[src/tst_pkg.sv]
// shared constants for the totient sieve table
// status codes, operation codes and data width; no dependencies
`default_nettype none

package tst_pkg;

  localparam int DATA_W = 16;

  localparam logic OP_BUILD = 1'b0;
  localparam logic OP_READ  = 1'b1;

  localparam logic [1:0] ST_OK        = 2'd0;
  localparam logic [1:0] ST_NOT_BUILT = 2'd1;
  localparam logic [1:0] ST_BEYOND    = 2'd2;

endpackage

`default_nettype wire

[src/tst_div.sv]
// radix-2 restoring divider, one quotient bit per cycle
// depends on tst_pkg for the data width
`default_nettype none

module tst_div
  import tst_pkg::*;
(
  input  wire logic              clk,
  input  wire logic              rst,
  input  wire logic              start,
  input  wire logic [DATA_W-1:0] dividend,
  input  wire logic [DATA_W-1:0] divisor,
  output logic                   done,
  output logic      [DATA_W-1:0] quotient
);

  localparam int CW = $clog2(DATA_W + 1);

  // partial remainder always stays below the divisor, so DATA_W bits hold it
  logic [DATA_W-1:0] rem;
  logic [DATA_W-1:0] dsr;
  logic [CW-1:0]     cnt;
  logic              busy;
  logic [DATA_W:0]   shifted;
  logic              fits;

  assign shifted = {rem, quotient[DATA_W-1]};
  assign fits    = shifted >= {1'b0, dsr};

  always_ff @(posedge clk) begin
    if (rst) begin
      busy <= 1'b0;
      done <= 1'b0;
      cnt  <= '0;
    end else begin
      done <= 1'b0;
      if (start) begin
        busy <= 1'b1;
        cnt  <= CW'(DATA_W);
      end else if (busy) begin
        cnt <= cnt - 1'b1;
        if (cnt == CW'(1)) begin
          busy <= 1'b0;
          done <= 1'b1;
        end
      end
    end
  end

  always_ff @(posedge clk) begin
    if (start) begin
      rem      <= '0;
      quotient <= dividend;
      dsr      <= divisor;
    end else if (busy) begin
      rem      <= fits ? DATA_W'(shifted - {1'b0, dsr}) : shifted[DATA_W-1:0];
      quotient <= {quotient[DATA_W-2:0], fits};
    end
  end

endmodule

`default_nettype wire
[config.mk]
export PLATFORM = sky130hd
export DESIGN_NAME = tst_div
export DESIGN_NICKNAME = d
export VERILOG_FILES = /design/src/tst_pkg.sv /design/src/tst_div.sv
export SDC_FILE = /design/constraint.sdc
export NUM_CORES = 1
export LEC_CHECK = 0
export BUFFER_PORTS_ARGS = -buffer_cell sky130_fd_sc_hd__buf_4
export CELL_PAD_IN_SITES_DETAIL_PLACEMENT = 0
export CELL_PAD_IN_SITES_GLOBAL_PLACEMENT = 1
export CORE_AREA = 4 4 98 100
export CTS_CLUSTER_SIZE = 16
export DETAILED_ROUTE_END_ITERATION = 7
export DIE_AREA = 0 0 102 104
export GPL_TIMING_DRIVEN = 0
export PLACE_DENSITY_LB_ADDON = 0.3
export SLEW_MARGIN = 0
export SYNTH_ARGS = -nofsm -noshare
export SYNTH_HDL_FRONTEND = slang
export SYNTH_SLANG_ARGS = --single-unit
[constraint.sdc]
create_clock -name clk -period 2.7 [get_ports clk]
set_input_delay 0.54 -clock clk [delete_from_list [all_inputs] [get_ports clk]]
set_output_delay 0.54 -clock clk [all_outputs]
set_load 0.005 [all_outputs]
# After elaboration in Yosys (flattened, before gate mapping)
# Cells that the tools add are included.
# word_totals
ff_bits	55
latchBits	0
mem_bits_rw	0
rom_bits	0
in_bits	35
word_cells	24
n_memories	0
# op_classes
add_sub_neg	2
mul	0
n_div	0
n_lt_le_gt_ge	1
n_eq_ne	1
shifts	0
muxes	9
n_bitwise	1
reduce_logical	3
# op_table
cell	n
16-bit 2-to-1 mux	3
17-bit by 16-bit greater-or-equal comparator with 1-bit output	1
16-bit subtractor	1
5-bit 2-to-1 mux	2
5-bit by 1-bit equality test with 1-bit output (second input constant)	1
5-bit by 1-bit subtractor with 5-bit output (second input constant)	1
1-bit 2-to-1 mux	4
3-bit OR reduction	1
2-bit nonzero test	1
2-bit OR reduction	1
1-bit inverter	1

# Longest topological paths before layout
# Gate-level depths: netlist of the first run.
# depth
word_depth	4
ltp_mapped	10

# Worst setup path before layout of the first run
# OpenSTA, ideal clock, no wires.
# synth_timing
kind	reg-to-reg
from	register quotient[15]
to	register rem[14]
arrival_time_ps	2242
required_time_ps	2614
path_slack_ps	373
stages_incl_launch_ff	11
path_buffers	0
path_cell_list	edfxtp_1 > inv_1 > ha_1 > fa_1 > nand2b_1 > a2111oi_0 > or4_1 > a21oi_1 > xnor2_1 > mux2i_1 > a211oi_1
# synth_between
elab_chain_len	2
word_cells_on_any_way	3
# synth_rtl
element	line_no	source
start, declared	tst_div.sv:14	output logic [DATA_W-1:0] quotient
start signal, assigned	tst_div.sv:53	quotient <= dividend;
start signal, assigned	tst_div.sv:57	quotient <= {quotient[DATA_W-2:0], fits};
16-bit subtractor / 17-bit by 16-bit greater-or-equal comparator with 1-bit output (equally long branches)	tst_div.sv:56, tst_div.sv:28	
16-bit 2-to-1 mux *	tst_div.sv:56	rem <= fits ? DATA_W'(shifted - {1'b0, dsr}) : shifted[DATA_W-1:0];
end signal, assigned	tst_div.sv:56	
end, declared	tst_div.sv:20	logic [DATA_W-1:0] rem;
# Mark *: on every way between the ends. The rest lies on a longest branch, timed or not.
# A chain may end at the register's enable or synchronous reset.

# Worst setup path in the final report of the first run
# layout_timing
from	register quotient[15]
to	register rem[12]
# The elaborated chain is that of the path after synthesis.

==> results of run 1 <==
==> flip-flops by register name (all words and copies together), names as in the netlist <==
signal and count:
dsr 16, quotient 16, rem 16, cnt 5, busy 1, done 1
==> metrics by stage <==
step | power, W | setup TNS (ns) | hold slack [ns]
after CTS | 0.00192 | 0 | 0.395
after global placement | 0.00147 | -0.191 | 0.483
after floorplan | 0.00131 | 0 | 0.453
final | 0.00191 | 0 | 0.405
after global routing | 0.00203 | 0 | 0.384
after detailed placement | 0.00147 | -0.188 | 0.486
==> cells in the final DEF, fill, tap and decap left out, types with 4 or more instances in the layout <==
cell and count:
nor2_1 30, edfxtp_1 32, a211oi_1 6, nand2_1 20, dfxtp_1 23, nor3_1 7
ha_1 18, mux2_2 16, clkbuf_8 5, o31ai_1 5, clkbuf_1 9, mux2i_1 9
xor2_1 4, a21oi_1 12, o21ai_0 13, inv_1 23, buf_4 53, xnor2_1 10
==> worst max-delay path, stage by stage (launching register included) <==
cell	delay, ns
edfxtp_1	0.39
inv_1	0.05
ha_1	0.22
fa_1	0.41
nand2b_1	0.25
a21oi_1	0.35
a21oi_1	0.17
nand3_1	0.11
o311ai_0	0.14
nor4_1	0.32
nor4_1	0.10
==> path summary, 6_finish.rpt <==
kind              cells past startpoint                   start  slack [ns]                    to
setup / recovery                     10  quotient[15]$_DFFE_PP_        0.07  rem[12]$_SDFFE_PP0P_
hold / removal                        1              divisor[2]        0.40      dsr[2]$_DFFE_PP_
setup reg to reg                     10  quotient[15]$_DFFE_PP_        0.07  rem[12]$_SDFFE_PP0P_
hold reg to reg                       2     rem[1]$_SDFFE_PP0P_        0.49   rem[1]$_SDFFE_PP0P_
==> logic make-up after synthesis <==
group | Yosys count | share of synthesized area [%]
muxes | 25 | 9.01
buffers and inverters | 33 | 4.50
DFF | 55 | 47.4
and+or+nand+nor | 81 | 13.0
adders and majority gates | 19 | 8.17
AOI/OAI and AO/OA | 61 | 13.9
xor gates and xnor gates | 14 | 4.09
==> timing repair <==
action | in CTS | in global routing
buffers inserted | 0 | 1
cloned | 0 | 0
setup endpoints to repair | 1 | 6
resized for setup | 2 | 4
pin swaps | 0 | 2
==> final cells by class <==
cell class	instances	share of cell area [%]
multi-input cells	200	40.5
flip-flops and latches	55	39.1
repair buffers	52	10.7
well taps	108	3.71
inverters	23	2.37
clock buffers	6	1.99
plain buffers	10	1.34
clock inverters	2	0.241
==> power by group <==
group	switching (W)	leakage, nW	total (W)	internal, W
logic	0.000239	0.991	0.000461	0.000223
registers	0.0000378	0.506	0.00100	0.000963
clock network	0.000267	0.0426	0.000447	0.000180
==> layer usage <==
layer	part of all wire [%]	up-vias
li1	-	1165
met1	47	1070
met2	49	30
met3	2.5	12
met4	2.0	0
met5	0	-
==> flow_summary.ini, run 1 <==
[drt]
detail-route-antenna-nets = 0
detailedRoute.firstPassIterationCount = 4
via_per_inst = 4.99
routed-via-count = 2277
route.detailed.wl_per_inst_um = 14.8
number_of_design_rule_violations_left_after_detail_routing = 0
drtIter0Drc = 114
drt-total-wl_um = 6730

[finish]
post-route-util_pct = 41.9
final_cells = 456
fin_area_um2 = 3640
synthToLayoutAreaGrowth_pct = 21.3
num-nets-final = 401
multi_input_area_um2 = 1480
sequential_cell_area_um2 = 1420
drive_above_1_share_pct = 23.6
diodes = 0
nFillCells = 868

[synth]
synth_edf_count = 32
synthDominantAreaCellType = edfxtp_1
synthTopCellsByArea = edfxtp_1, dfxtp_1, ha_1
yosys_warnings = 0
synth-main-ff-cell = edfxtp_1
seq_area_frac_synth_pct = 47.4
yosys-top-cells-count = edfxtp_1, nor2_1, dfxtp_1, inv_1, nand2_1
number_of_storage_elements_in_the_synthesis_netlist = 55
synth-async-reset-ratio_pct = 0
synth_cell_type_count = 49
synthesis.instances = 288
synth_fp_nets = 342
most_repeated_cell_in_the_gate_level_netlist_after_synthesis = edfxtp_1
netlist_area_before_placement_um2 = 3000
synth_largest_type_area_fraction_pct = 32.0
synth.avg_cell_area_um2 = 10.4

[place]
place_area_um2 = 3520
gp_routability_congestion = 0.747
hpwl_um = 5100
pre_cts_slack_ns = -0.188
dp.cells = 447
portBuffers = 51

[hold_path]
holdCritPathClass = input pin to flop

[floorplanning]
rows = 34
die-width_um = 102
design.portCount = 52
starting_density_of_the_core_pct = 34.6
design.die.area_um2 = 10600
die_height_um = 104
fp.coreArea_um2 = 8680

[critical_path]
worstSetupPathType = flop to flop
crit_fanout = 3
critical_path.endpoint_type = flop
required_ns = 2.88
startpoint_type = flop
worst_ep_arrival_time_ns = 2.81

[sta]
slew-limit-headroom_pct = 46.4
final_hold_violation_count = 0
fin_worst_skew_ns = 0.00715
post-route-period-util_pct = 97.5
setup_viol = 0
worst_slew_pin_slew_ns = 0.801
layout_min_cycle_time_ns = 2.63
final-max-slew-violation-count = 0
setup_repair_after_global_routing_missed_its_margin = false
final_critical_path_setup_slack_ns = 0.0681
fmax_mhz = 380

[grt]
grt_first_pass_wirelength_um = 11000
grt_most_used_layer = met2
groute.usage.overall_pct = 13.0
grt_pass1_vias = 2273
groute.layer.met1.usage_pct = 17.8
grt_antenna_before_repair = 0
globalRoute.totalOverflow = 0
grt_max_degree = 18
met3_track_demand_over_resource_in_global_routing_pct = 2.08
gr-usage-met2_pct = 20.7

[clock_tree]
cts-htree-levels = 2
total_clock_buffers_created_by_cts = 5
cts_root_buffer = clkbuf_8
tritoncts = done
max-clock-path-buffers = 2
cts.sink_count = 55
clkLatencyLatePin_ns = 0.31
cts_hold_repair.buffers = 0
clkTransAtPathRegs_ns = 0.10

[pwr]
power_per_cell_area_nw_per_um2 = 525
irDropWorstVdd_v = 0.000297
total_leakage_power_nw = 1.54

[outcome]
outcome = completed

[flow_run]
maxCapViolCount = 0
Note: power is estimated with default switching activity, not from simulation.
==> run 2, diff against run 1 <==
--- a/config.mk
+++ b/config.mk
@@ -8,10 +8,10 @@
 export BUFFER_PORTS_ARGS = -buffer_cell sky130_fd_sc_hd__buf_4
 export CELL_PAD_IN_SITES_DETAIL_PLACEMENT = 0
 export CELL_PAD_IN_SITES_GLOBAL_PLACEMENT = 1
-export CORE_AREA = 4 4 98 100
+export CORE_AREA = 4 4 89 91
 export CTS_CLUSTER_SIZE = 16
 export DETAILED_ROUTE_END_ITERATION = 7
-export DIE_AREA = 0 0 102 104
+export DIE_AREA = 0 0 93 95
 export GPL_TIMING_DRIVEN = 0
 export PLACE_DENSITY_LB_ADDON = 0.3
 export SLEW_MARGIN = 0
==> flow_summary.ini, run 2 (same netlist as run 1, synthesis figures left out) <==
[place]
gp_routability_congestion = 0.784
place_area_um2 = 3510
hpwl_um = 5090
dp.cells = 438
portBuffers = 51

[finish]
nFillCells = 688
synthToLayoutAreaGrowth_pct = 21.2
layout_commonest_cell = buf_4
largestRegisters = dsr (16), quotient (16), rem (16)
final_cells = 446
diodes = 0
layout.cells.most_common_list = buf_4, edfxtp_1, nor2_1
drive_above_1_share_pct = 23.9
num-nets-final = 400
fin_area_um2 = 3640

[critical_path]
max_stage_delay_ns = 0.40
reg2reg_setup_slack_ns = 0.17
worst_ep_arrival_time_ns = 2.78
reg2reg_to = rem[14]$_SDFFE_PP0P_
worstSetupPathType = flop to flop
path_cells = inv_1, ha_1, fa_1, nand2b_2, a2111oi_4, or4_1, a21oi_1, xnor2_1, mux2i_1, a211oi_1
worstReg2RegStart = quotient[15]$_DFFE_PP_
crit_fanout = 3
startpoint_type = flop
critical_path.slowest_cell = edfxtp_1
worst-r2r-cell-count = 10
required_ns = 2.95
critical_path.endpoint_type = flop

[floorplanning]
design.portCount = 52
starting_density_of_the_core_pct = 42.0
die_height_um = 95
rows = 31
fp.coreArea_um2 = 7140
die-width_um = 93
design.die.area_um2 = 8840

[drt]
drtIter0Drc = 103
detailedRoute.firstPassIterationCount = 4
route.detailed.wl_per_inst_um = 15.1
number_of_design_rule_violations_left_after_detail_routing = 0
via_per_inst = 5.11
drt-total-wl_um = 6740
routed-via-count = 2278
detail-route-antenna-nets = 0

[flow_run]
maxCapViolCount = 0

[hold_path]
holdCritPathClass = input pin to flop
timing.hold.worst_path_depth = 1
holdCritStartpoint = divisor[13]
min_delay_worst_endpoint = dsr[13]$_DFFE_PP_

[pwr]
total_leakage_power_nw = 1.54
design_power_total_w = 0.00198
power_per_cell_area_nw_per_um2 = 543
irDropWorstVdd_v = 0.000210

[sta]
tns_ns = 0
worst_slew_pin_slew_ns = 0.795
layout_min_cycle_time_ns = 2.53
fmax_mhz = 396
setup_repair_after_global_routing_missed_its_margin = false
final_hold_violation_count = 0
post-route-period-util_pct = 93.6
slew-limit-headroom_pct = 46.8
setup_viol = 0
whs_ns = 0.384
fin_worst_skew_ns = 0.0127
final-max-slew-violation-count = 0

[clock_tree]
postCtsSetupBuffers = 0
clkLatencyLatePin_ns = 0.33
cts_hold_repair.buffers = 0
clkTransAtPathRegs_ns = 0.12
max-clock-path-buffers = 2
tritoncts = done
cts-htree-levels = 2
cts.sink_count = 55
total_clock_buffers_created_by_cts = 5
cts_root_buffer = clkbuf_8

[grt]
grt_antenna_before_repair = 0
globalRoute.totalOverflow = 0
grt_first_pass_wirelength_um = 10900
grt_max_degree = 21
grt_pass1_vias = 2229
groute.usage.overall_pct = 15.9

[outcome]
outcome = completed
run 2: layer usage:
layer,routed length [um],up-vias,global-route usage (%)
li1,-,1168,-
met2,3380,35,29.0
met3,251,9,2.63
met4,93,0,4.03
met5,0,-,0
met1,3020,1066,19.7
run 2: repair_timing:
item | CTS | global route
hold endpoints to repair | 0 | 0
endpoints found under the setup margin | 2 | 3
gates resized for setup | 2 | 3
run 2: worst max-delay path, delay by kind of cell (launching register included):
kind	cells	cell delay (ns)
AOI/OAI and AO/OA	3	0.66
and+or+nand+nor	2	0.43
xor gates and xnor gates	1	0.18
adders and majority gates	2	0.63
DFF	1	0.40
buffers and inverters	1	0.05
muxes	1	0.10
run 2: worst max-delay path by stage:
stage | from | to | slack [ns]
after detailed placement | quotient[15]$_DFFE_PP_ | rem[14]$_SDFFE_PP0P_ | -0.18
after global placement | quotient[15]$_DFFE_PP_ | rem[14]$_SDFFE_PP0P_ | -0.13
after global routing | dsr[3]$_DFFE_PP_ | rem[14]$_SDFFE_PP0P_ | 0.02
after CTS | quotient[15]$_DFFE_PP_ | rem[14]$_SDFFE_PP0P_ | 0.10
after floorplan | quotient[15]$_DFFE_PP_ | rem[14]$_SDFFE_PP0P_ | 0.37
final | quotient[15]$_DFFE_PP_ | rem[14]$_SDFFE_PP0P_ | 0.17
run 2: report_power, final:
group / internal (W) / total [W] / switching (W)
Combinational: 0.000222 / 0.000459 / 0.000237
Sequential: 0.000963 / 0.00100 / 0.0000388
Clock: 0.000198 / 0.000514 / 0.000316
run 2: cell type report:
type                            count  area [um^2]  share of cell area [%]
Multi-Input combinational cell    200         1470                    40.5
Sequential cell                    55         1420                    39.1
Timing Repair Buffer               51          383                    10.5
Tap cell                           99          124                    3.41
Inverter                           23         86.3                    2.37
Clock buffer                        5         68.8                    1.89
Buffer                             10         48.8                    1.34
Clock inverter                      3         31.3                   0.860
run 2: stage by stage:
step | setup slack [ns] | util (%)
6_report | 0.173 | 50.9
2_1_floorplan | 0.373 | -
3_5_place_dp | -0.176 | 49.1
3_3_place_gp | -0.132 | 49.1
4_1_cts | 0.102 | 50.6
5_1_grt | 0.0181 | 50.9
==> run 3, diff against run 2 <==
--- a/config.mk
+++ b/config.mk
@@ -8,10 +8,10 @@
 export BUFFER_PORTS_ARGS = -buffer_cell sky130_fd_sc_hd__buf_4
 export CELL_PAD_IN_SITES_DETAIL_PLACEMENT = 0
 export CELL_PAD_IN_SITES_GLOBAL_PLACEMENT = 1
-export CORE_AREA = 4 4 89 91
+export CORE_AREA = 4 4 94 87
 export CTS_CLUSTER_SIZE = 16
 export DETAILED_ROUTE_END_ITERATION = 7
-export DIE_AREA = 0 0 93 95
+export DIE_AREA = 0 0 98 91
 export GPL_TIMING_DRIVEN = 0
 export PLACE_DENSITY_LB_ADDON = 0.3
 export SLEW_MARGIN = 0
==> constraint.sdc (replaced) <==
create_clock -name clk -period 2.8 [get_ports clk]
set_input_delay 0.56 -clock clk [delete_from_list [all_inputs] [get_ports clk]]
set_output_delay 0.56 -clock clk [all_outputs]
set_load 0.005 [all_outputs]
==> flow_summary.ini, run 3 (same netlist as run 1, synthesis figures left out) <==
[finish]
sequential_cell_area_um2 = 1420
multi_input_area_um2 = 1450
diodes = 0
fin_area_um2 = 3600
layout.cells.most_common_list = buf_4, edfxtp_1, nor2_1
drive_above_1_share_pct = 23.6
num-nets-final = 400
nFillCells = 670
layout_commonest_cell = buf_4
largestRegisters = dsr (16), quotient (16), rem (16)
synthToLayoutAreaGrowth_pct = 20.1

[critical_path]
critical_path.endpoint_type = flop
critical_path.n_buffers_inverters = 2
startpoint_type = flop
max_stage_delay_ns = 0.41
path_cells = inv_1, ha_1, nor2b_1, o2111ai_1, a311o_1, a21oi_2, o22ai_2, buf_6, nor4_1, nor4_1
worst-path-stages = 10
worstSetupPathType = flop to flop
worst-r2r-cell-count = 10
worst_ep_arrival_time_ns = 2.74
critical_path.slowest_cell = a311o_1
crit_path_frequent_cell = nor4_1
critical_path.top_delay_family = compound AO/OA/AOI/OAI gates
crit_fanout = 10
required_ns = 2.98

[sta]
fin_worst_skew_ns = 0.0160
slew-limit-headroom_pct = 52.2
setup_viol = 0
post-route-period-util_pct = 91.5
worst_slew_pin_slew_ns = 0.715
final_critical_path_setup_slack_ns = 0.239
tns_ns = 0
final-max-slew-violation-count = 0
layout_min_cycle_time_ns = 2.56
fmax_mhz = 390
setup_repair_after_global_routing_missed_its_margin = false
final_hold_violation_count = 0

[floorplanning]
die_height_um = 91
design.die.area_um2 = 8920
die-width_um = 98
starting_density_of_the_core_pct = 42.4
design.portCount = 52
rows = 29
fp.coreArea_um2 = 7080

[clock_tree]
tritoncts = done
cts.sink_count = 55
cts_root_buffer = clkbuf_8
clkTransAtPathRegs_ns = 0.11
cts-htree-levels = 2
clkLatencyLatePin_ns = 0.32
total_clock_buffers_created_by_cts = 5
max-clock-path-buffers = 2
postCtsSetupBuffers = 0

[place]
place_area_um2 = 3500
hpwl_um = 4730
pre_cts_slack_ns = 0.0793
portBuffers = 51
gp_routability_congestion = 0.823

[drt]
topRoutingLayerUsed = met4
number_of_design_rule_violations_left_after_detail_routing = 0
detail-route-antenna-nets = 0
route.detailed.wl_per_inst_um = 14.7
detailedRoute.firstPassIterationCount = 4
via_per_inst = 5.11
met1_length_um = 3200
drtIter0Drc = 88
routed-via-count = 2247
detailroute.wirelength.met2_um = 2910
dr_wl_met3_um = 299
drt-total-wl_um = 6470

[grt]
grt_max_degree = 20
globalRoute.totalOverflow = 0
grt_antenna_before_repair = 0
grt_pass1_vias = 2285
groute.usage.overall_pct = 14.9
grt_first_pass_wirelength_um = 10900

[hold_path]
timing.hold.worst_path_depth = 1
holdCritPathClass = input pin to flop

[flow_run]
maxCapViolCount = 0

[pwr]
irDropWorstVdd_v = 0.000226
total_leakage_power_nw = 1.55
design_power_total_w = 0.00186
power_per_cell_area_nw_per_um2 = 517

[outcome]
outcome = completed
-- run 3: cell count changes in the layout (fill, tap and decap cells not counted) --
cell	change
a2111oi_2	+1
a2111oi_4	-1
clkinv_4	+1
inv_8	-1
nand2b_1	+1
nand2b_2	-1
o22ai_2	+1
o22ai_4	-1
-- run 3: worst reg2reg max path: stages (launching register included) --
cell	delay, ns
edfxtp_1	0.39
inv_1	0.05
ha_1	0.27
nor2b_1	0.17
o2111ai_1	0.16
a311o_1	0.41
a21oi_2	0.20
o22ai_2	0.16
buf_6	0.19
nor4_1	0.32
nor4_1	0.09
-- run 3: what timing repair did --
item	4_1_cts	5_1_grt
setup endpoints to repair	0	1
hold buffers	0	0
gates resized for setup	0	2
-- run 3: metrics by stage --
stage          utilization [%]  cells  hold WS (ns)
2_1_floorplan                -    288         0.453
3_3_place_gp              49.5    432         0.474
3_5_place_dp              49.5    432         0.478
4_1_cts                   50.8    440         0.401
5_1_grt                   50.9    440         0.389
6_report                  50.9    440         0.406
-- run 3: area by class of cell --
cell class              instances  area share, %
clock inverters                 3          0.799
flip-flops and latches         55           39.4
inverters                      23           2.40
multi-input cells             200           40.2
repair buffers                 51           10.6
clock buffers                   5           1.91
well taps                      93           3.23
plain buffers                  10           1.35
-- run 3: metal layers --
layer / vias up / global-route usage (%)
met5: - / 0
met4: 0 / 4.38
met3: 6 / 3.30
met2: 54 / 23.6
met1: 1024 / 20.6
li1: 1163 / -
-- run 3: power breakdown --
group | total [W] | switching, W | internal [W]
clock | 0.000467 | 0.000281 | 0.000186
sequential | 0.000965 | 0.0000360 | 0.000929
combinational | 0.000433 | 0.000221 | 0.000212
-- run 3: worst paths after layout --
path | startpoint | slack (ns) | end
max | dsr[1]$_DFFE_PP_ | 0.24 | rem[12]$_SDFFE_PP0P_
min | divisor[0] | 0.41 | dsr[0]$_DFFE_PP_
max reg2reg | dsr[1]$_DFFE_PP_ | 0.24 | rem[12]$_SDFFE_PP0P_
min reg2reg | rem[3]$_SDFFE_PP0P_ | 0.49 | rem[3]$_SDFFE_PP0P_
